## src/rtl/core/pli_pkg.sv

```systemverilog
// Shared constants and types for the positional list block.
`default_nettype none
package pli_pkg;
    localparam int CAPACITY = 64;
    localparam int VAL_W    = 32;
    localparam int POS_W    = 7;
    localparam int OP_W     = 3;
    localparam int ST_W     = 2;
    localparam int CNT_W    = $clog2(CAPACITY + 1);
    localparam int IDX_W    = $clog2(CAPACITY);
    localparam int CMP_W    = (CNT_W > POS_W) ? CNT_W : POS_W;
    localparam int LEN_W    = 7;

    localparam logic [OP_W-1:0] OP_INS_FRONT = 3'd0;
    localparam logic [OP_W-1:0] OP_INS_BACK  = 3'd1;
    localparam logic [OP_W-1:0] OP_INS_AT    = 3'd2;
    localparam logic [OP_W-1:0] OP_DEL_FRONT = 3'd3;
    localparam logic [OP_W-1:0] OP_DEL_BACK  = 3'd4;
    localparam logic [OP_W-1:0] OP_DEL_AT    = 3'd5;

    localparam logic [ST_W-1:0] ST_OK    = 2'd0;
    localparam logic [ST_W-1:0] ST_EMPTY = 2'd1;
    localparam logic [ST_W-1:0] ST_RANGE = 2'd2;
    localparam logic [ST_W-1:0] ST_FULL  = 2'd3;

    // Command broadcast to every cell of the chain.
    typedef struct packed {
        logic               ins;
        logic               del;
        logic [CMP_W-1:0]   pos;
        logic [VAL_W-1:0]   val;
    } t_cmd;
endpackage
`default_nettype wire

```

## src/rtl/core/pli_cell.sv

```systemverilog
// One list entry: loads the new value, its left or its right neighbor.
`default_nettype none
module pli_cell (
    input  wire                         i_clk,
    input  wire [pli_pkg::IDX_W-1:0]    i_idx,
    input  wire pli_pkg::t_cmd          i_cmd,
    input  wire [pli_pkg::CNT_W-1:0]    i_count,
    input  wire [pli_pkg::VAL_W-1:0]    i_left,
    input  wire [pli_pkg::VAL_W-1:0]    i_right,
    output logic [pli_pkg::VAL_W-1:0]   o_val,
    output logic [pli_pkg::VAL_W-1:0]   o_tail_val
);
    import pli_pkg::*;

    logic [VAL_W-1:0] r_val;
    logic [VAL_W-1:0] n_val;
    logic [CMP_W-1:0] w_idx;
    logic [CMP_W-1:0] w_idx1;
    logic [CMP_W-1:0] w_cnt;

    assign w_idx  = CMP_W'(i_idx);
    assign w_idx1 = w_idx + CMP_W'(1);
    assign w_cnt  = CMP_W'(i_count);

    always_comb begin
        n_val = r_val;
        if (i_cmd.ins) begin
            if (w_idx == i_cmd.pos) begin
                n_val = i_cmd.val;
            end else if (w_idx > i_cmd.pos && w_idx <= w_cnt) begin
                n_val = i_left;
            end
        end else if (i_cmd.del) begin
            if (w_idx >= i_cmd.pos && w_idx1 < w_cnt) begin
                n_val = i_right;
            end
        end
    end

    always_ff @(posedge i_clk) begin
        r_val <= n_val;
    end

    assign o_val      = r_val;
    // masked so the top level can OR all cells into the tail value
    assign o_tail_val = (w_idx1 == w_cnt) ? r_val : '0;
endmodule
`default_nettype wire

```

## config.mk

```make
export PLATFORM = sky130hd
export DESIGN_NAME = pli_cell
export DESIGN_NICKNAME = d
export VERILOG_FILES = /design/src/rtl/core/pli_pkg.sv /design/src/rtl/core/pli_cell.sv
export SDC_FILE = /design/constraint.sdc
export NUM_CORES = 1
export LEC_CHECK = 0
export BUFFER_PORTS_ARGS = -buffer_cell sky130_fd_sc_hd__buf_2
export CORE_MARGIN = 1.5
export CORE_UTILIZATION = 37
export CTS_BUF_LIST = sky130_fd_sc_hd__clkbuf_8 sky130_fd_sc_hd__clkbuf_16
export CTS_CLUSTER_DIAMETER = 50
export DETAILED_ROUTE_END_ITERATION = 8
export GPL_TIMING_DRIVEN = 0
export PLACE_DENSITY = 0.83
export SYNTH_ARGS = -nofsm -noshare
export SYNTH_HDL_FRONTEND = slang
export SYNTH_SLANG_ARGS = --single-unit
```

## constraint.sdc

```tcl
create_clock -name i_clk -period 4.9 [get_ports i_clk]
set_input_delay 0.98 -clock i_clk [delete_from_list [all_inputs] [get_ports i_clk]]
set_output_delay 0.98 -clock i_clk [all_outputs]
set_load 0.005 [all_outputs]
```

==> impl_results.md, run 1 <==
* Die Y at roughly 84 um
* GR peak layer: met2
* Routing usage on met1 at 22.2%
* Crit path DAT at 3.04 ns
* HP Class: input pin to flop
* Htree depth at 2
* Min Tclk post-route at a little over 4 ns
* Layout area overhead at 46.4%
* Post-DR wirelength/cell at about 13 um
* Cts repair resizes at 0
* Synth unique cells at 28
* Max FFs per register at 32
* GR Util All Layers at a little under a fifth
* Pwr dens at roughly 200 nW/um2
* Final setup viols at 0
* WS Path Type: input pin to primary output
* Drt first pass iters at 4
* Max-Cap Viols at 0
* Maximum vdd ir drop at 105 uV
* Vias at ~2.5k
* Antenna violations before repair at 0
* Overall routed net length at ~6.8 mm
* Ant diodes at 0
* FMAX at 249 MHz
* Final cycle utilization of the critical path at 82.1%
* Largest net degree at the start of global routing at 19
* Die Width at between 80 and 90 um
* DRC Markers at 0
* Postcts setup bufs at 0
* Worst Hold Depth at 3
* Post-synthesis sequential area ratio at 39.3%
* First-pass GRT wire length at 10.8 mm
* Number of DRC markers in iteration 0 at between 50 and 60
* Initial Util at 38.3%
* Warning count from the yosys run at 0
* Critical path data required time at 3.92 ns
* Largest area contributor in the netlist: edfxtp_1
* Final hold violations at 0
* Largest cells by area after synthesis: edfxtp_1, mux2i_1, ha_1
* Clock transition at path regs at 0.07 ns
* Post-cts hold buffer count at 0
* Most common cell after layout, fill and taps aside: buf_2
* Syn_area_per_cell at 9.95 um2
* RePlAce Congestion at 0.790
* Gate Count Post-Synth at 246
* Syn nets at 385
* Final Core Density at 56.1%
* Clock Tree Buf Depth at 2
* Sequential standard cell area at 961 um2
* RSZ-0062 raised after global routing: no
* # rows at 29
* Core ar. at 6390 um2
* Antenna Nets Post-Route at 0
* Met2 usage at 34.3%
* Nets@finish at about 580
* Hold Startpoint: i_right[17]
* Slack of the critical path at a little under 0.9 ns
* Fillers at 593
* Hold Path End: o_val[17]$_DFFE_PP_
* Final instance area at 3580 um2
* Total congestion overflow at 0
* CP max FO at 10
* Most frequent cells in the layout: buf_2, nor2_1, a21oi_1
* CP endpoint kind: primary output
* Status: finished clean
* Worst slack, placed at 0.841 ns
* Share of layout cells above drive strength 1 at 45.5%
* Startpoint Class: input pin
* IO Port Bufs at 182
* #FFs+latches synth at 32
* Worst Setup SP: i_idx[1]
* Hpwl dp at about 5.6 mm
* CTS sink count at 32
* Area share of the largest cell type after synthesis at 39.3%
* Area after DPL at approximately 3500 um2
* Post-route total power at roughly 0.00073 W
* Met3 Use GR at under 10%
* CTS tree: done
* Vias per inst at 4.81
* Clk root buf: clkbuf_8
* Vias in the first global route at 2,451
* Slew Limit Fails at 0
* Fin Setup TNS at 0 ns
* Syn Std Cell Area at 2450 um2
* Worst slew pin tran at 0.903 ns
* Max transition margin at around two fifths
* Die ar. at 7110 um2
* Cts bufs inserted at 5
* Leakage power at around 1.8 nW
* Area of the multi-input gates at 1360 um2
* IO Pins at 183
## kinds of logic (layout without fill, tap and decap cells)
group | Yosys count | in the layout | synth area share, %
flip-flops | 32 | 32 | 39.3
multiplexers | 32 | 32 | 13.1
AND/OR/NAND/NOR | 86 | 86 | 19.5
XOR/XNOR | 4 | 4 | 1.43
buffers and inverters | 26 | 217 | 5.98
AO/OA/AOI/OAI | 46 | 46 | 10.5
adder cells (fa/ha/maj) | 20 | 20 | 10.2
## worst max path at each step
| stage | endpoint | cells past startpoint |
|---|---|---|
| 4_1_cts | o_tail_val[16] | 10 |
| 3_3_place_gp | o_val[18]$_DFFE_PP_ | 9 |
| 3_5_place_dp | o_tail_val[16] | 10 |
| 2_1_floorplan | o_val[0]$_DFFE_PP_ | 8 |
| 5_1_grt | o_tail_val[8] | 10 |
| 6_report | o_tail_val[16] | 10 |
## cell usage after synthesis (all sizes together)
library cell	count
nor2	38
a21oi	36
and2	32
edfxtp	32
mux2i	32
ha	20
inv	13
clkbuf	10
a21o	4
nand2	4
nand3	4
buf	3
nand4	3
a211oi	2
nor3	2
xnor2	2
xor2	2
a221oi	1
nand2b	1
nand3b	1
nand4b	1
o21ai	1
o22a	1
o22ai	1
## final cells by class
type	count	area share [%]
Clock inverter	3	0.419
Clock buffer	5	1.92
Inverter	13	1.36
Multi-Input combinational cell	188	37.9
Tap cell	77	2.69
Timing Repair Buffer	183	26.2
Buffer	13	2.72
Sequential cell	32	26.8
## power by group
| part | switching, W | internal, W |
|---|---|---|
| clock | 0.0000989 | 0.0000963 |
| combinational | 0.0000893 | 0.0000945 |
| sequential | 0.0000118 | 0.000334 |
| total | 0.000200 | 0.000525 |
## routing by layer
layer  routed length [um]  share of wire, %
met2                 3380                50
met4                  133               2.0
met1                 2770                41
met3                  478               7.1
met5                    0                 0
## worst max-delay path, cell delays in order
cell      delay [ns]
buf_2           0.13
ha_1            0.19
nand3_1         0.13
xnor2_1         0.16
ha_1            0.29
nand4_1         0.13
nor3_2          0.39
clkbuf_1        0.35
and2_1          0.18
buf_2           0.11
## metrics by stage
stage / cells / hold slack (ns)
floorplan: 246 / 1.21
global placement: 505 / 1.30
detailed placement: 506 / 1.30
CTS: 514 / 1.01
global route: 514 / 1.01
finish: 514 / 1.01
No activity file was read; power rests on OpenSTA's default activity.
==> run 2, diff against run 1 <==
--- a/config.mk
+++ b/config.mk
@@ -5,9 +5,10 @@
 export SDC_FILE = /design/constraint.sdc
 export NUM_CORES = 1
 export LEC_CHECK = 0
+export ABC_AREA = 1
 export BUFFER_PORTS_ARGS = -buffer_cell sky130_fd_sc_hd__buf_2
 export CORE_MARGIN = 1.5
-export CORE_UTILIZATION = 37
+export CORE_UTILIZATION = 40
 export CTS_BUF_LIST = sky130_fd_sc_hd__clkbuf_8 sky130_fd_sc_hd__clkbuf_16
 export CTS_CLUSTER_DIAMETER = 50
 export DETAILED_ROUTE_END_ITERATION = 8
==> constraint.sdc (replaced) <==
create_clock -name i_clk -period 3.8 [get_ports i_clk]
set_input_delay 0.76 -clock i_clk [delete_from_list [all_inputs] [get_ports i_clk]]
set_output_delay 0.76 -clock i_clk [all_outputs]
set_load 0.005 [all_outputs]
==> run 2 against run 1 <==
  * Global-route usage is 3.2 points higher
  * Setup slack got worse by 0.54 ns
  * First-iteration DRC count is 110% higher
  * Critical endpoint is now o_tail_val[9]
==> impl_results.md, run 2 <==
* Share of layout cells above drive strength 1 at a little over two fifths
* Final cycle utilization of the critical path at between 90% and 100%
* Synth Flop Type: edfxtp_1
* Slack of the critical path at 0.335 ns
* Switch share at 28.2%
* # rows at 29
* Final setup viols at 0
* Largest area contributor in the netlist: edfxtp_1
* GR Util All Layers at 22.1%
* RePlAce Congestion at 0.828
* Most instantiated cells after synthesis: nor2_1, inv_1, a21oi_1, nand3_1, edfxtp_1
* Total congestion overflow at 0
* Gate Count Post-Synth at 344
* Overall routed net length at 8.13 mm
* CP max FO at 10
* Htree depth at 2
* Clk root buf: clkbuf_8
* Status: finished clean
* Cts bufs inserted at 5
* Antenna violations before repair at 0
* Worst slack, placed at 0.312 ns
* Max-Cap Viols at 0
* CTS tree: done
* Drt first pass iters at 4
* Final hold violations at 0
* Vias at 3,005
* Vias per inst at approximately 4.9
* Clock Tree Buf Depth at 2
* Crit path DAT at ~2.7 ns
* IO Pins at roughly 180
* CP endpoint kind: primary output
* Area of the multi-input gates at 1380 um2
* Max transition margin at between 40% and 50%
* FMAX at approximately 290 MHz
* Fin Setup TNS at 0 ns
* Warning count from the yosys run at 0
* Startpoint Class: input pin
* IO Port Bufs at approximately 180
* CTS sink count at 32
* Fillers at approximately 580
* Post-cts hold buffer count at 0
* Number of DRC markers in iteration 0 at around 120
* RSZ-0062 raised after global routing: no
* Postcts setup bufs at 0
* Syn_area_per_cell at 7.71 um2
* Core ar. at 6390 um2
* Comb pwr share at 26.6%
* Largest net degree at the start of global routing at 23
* Clock share of power at 30.1%
* Max FFs per register at 32
* CP Cell Sequence: buf_2 -> ha_1 -> nand3_1 -> nor3b_1 -> ha_1 -> nand3_1 -> nor2_1 -> nand2_1 -> clkbuf_1 -> nor2_1 -> buf_2
* Clock transition at path regs at approximately 0.07 ns
* Most common cell after layout, fill and taps aside: buf_2
* Sequential Power Share at 43.2%
* DRC Markers at 0
* Syn Std Cell Area at around 2700 um2
* Hpwl dp at 6.52 mm
* Initial Util at 41.5%
* Critical path data required time at 3.04 ns
* First-pass GRT wire length at 12.8 mm
* Final Core Density at 59.5%
* WS Path Type: input pin to primary output
* Die Y at ~84 um
* Synth unique cells at 20
* Post-synth EDFFs at 32
* Hold Slack at around 0.8 ns
* Post-synthesis sequential area ratio at 36.2%
* Most frequent cells in the layout: buf_2, nor2_1, inv_1
* Cts repair resizes at 0
* Syn nets at 483
* Ant diodes at 0
* Worst slew pin tran at 0.751 ns
* CP peak stage delay at 0.42 ns
* Pwr dens at 278 nW/um2
* Nets@finish at 672
* Sw power at 0.000298 W
* Largest cells by area after synthesis: edfxtp_1, nor2_1, a21oi_2
* Post-DR wirelength/cell at 13.3 um
* Slew Limit Fails at 0
* Vias in the first global route at 2,949
* HP Class: input pin to flop
* Internal power at 0.000758 W
* Maximum vdd ir drop at 162 uV
* Fraction of registers with async set/reset at 0%
* Die Width at 84.4 um
* Area share of the largest cell type after synthesis at 36.2%
* Most frequent cell after synthesis: nor2_1
* Worst path slowest cell: clkbuf_1
* Sequential standard cell area at 961 um2
* Leakage power at 2.01 nW
* Antenna Nets Post-Route at 0
* Post-route total power at 0.00106 W
* Layout area overhead at 43.3%
* Min Tclk post-route at 3.47 ns
* Die ar. at 7130 um2
* #FFs+latches synth at 32
-- run 2: cell count changes in the layout (fill, tap and decap cells not counted), moves of 4 or more --
| cell | before | now |
|---|---|---|
| a21oi_1 | 36 | 42 |
| a21oi_2 | 0 | 29 |
| and2_1 | 32 | 0 |
| buf_2 | 182 | 187 |
| clkbuf_1 | 10 | 6 |
| inv_1 | 14 | 57 |
| mux2i_1 | 32 | 0 |
| nand2_1 | 4 | 19 |
| nand3_1 | 3 | 38 |
| nor2_1 | 37 | 76 |
-- run 2: cell families after synthesis --
kind of cell             after synthesis  synth area share [%]
AO/OA/AOI/OAI                         74                  18.1
XOR/XNOR                               4                  1.32
adder cells (fa/ha/maj)               20                  9.43
buffers and inverters                 75                  12.2
flip-flops                            32                  36.2
AND/OR/NAND/NOR                      139                  22.8
-- run 2: power groups by stage --
stage                     clock [W]  combinational, W  sequential (W)
after floorplan                   0          0.000130        0.000465
after global placement            0          0.000265        0.000463
after detailed placement          0          0.000282        0.000464
after CTS                  0.000326          0.000283        0.000457
after global routing       0.000335          0.000316        0.000460
final                      0.000318          0.000281        0.000457
-- run 2: stage by stage --
step	std cells	cell area, um2
after floorplan	344	2660
final	611	3800
after detailed placement	603	3690
after global routing	611	3800
after CTS	611	3800
after global placement	602	3660
-- run 2: area by class of cell --
class / count / share of cell area [%]
multi-input cells: 237 / 36.3
flip-flops and latches: 32 / 25.3
repair buffers: 182 / 24.6
inverters: 56 / 5.53
plain buffers: 19 / 2.96
well taps: 77 / 2.53
clock buffers: 5 / 1.81
clock inverters: 3 / 1.02
-- run 2: per-layer routing --
| metal | up-vias | track usage, % | share of wire (%) | wire [um] |
|---|---|---|---|---|
| li1 | 1507 | - | - | - |
| met3 | 6 | 3.54 | 6.7 | 544 |
| met2 | 127 | 42.1 | 51 | 4170 |
| met1 | 1365 | 25.9 | 41 | 3360 |
| met4 | 0 | 5.43 | 0.73 | 59 |
| met5 | - | 0 | 0 | 0 |
-- run 2: worst paths after layout --
path	from	end	slack (ns)	cells past startpoint
worst max-delay path	i_idx[1]	o_tail_val[9]	0.33	11
worst min-delay path	i_right[7]	o_val[7]$_DFFE_PP_	0.80	3
-- run 2: worst max-delay path, delay by kind of cell --
kind	cells	cell delay (ns)
and+or+nand+nor	6	0.78
buffers and inverters	3	0.69
adders and majority gates	2	0.48
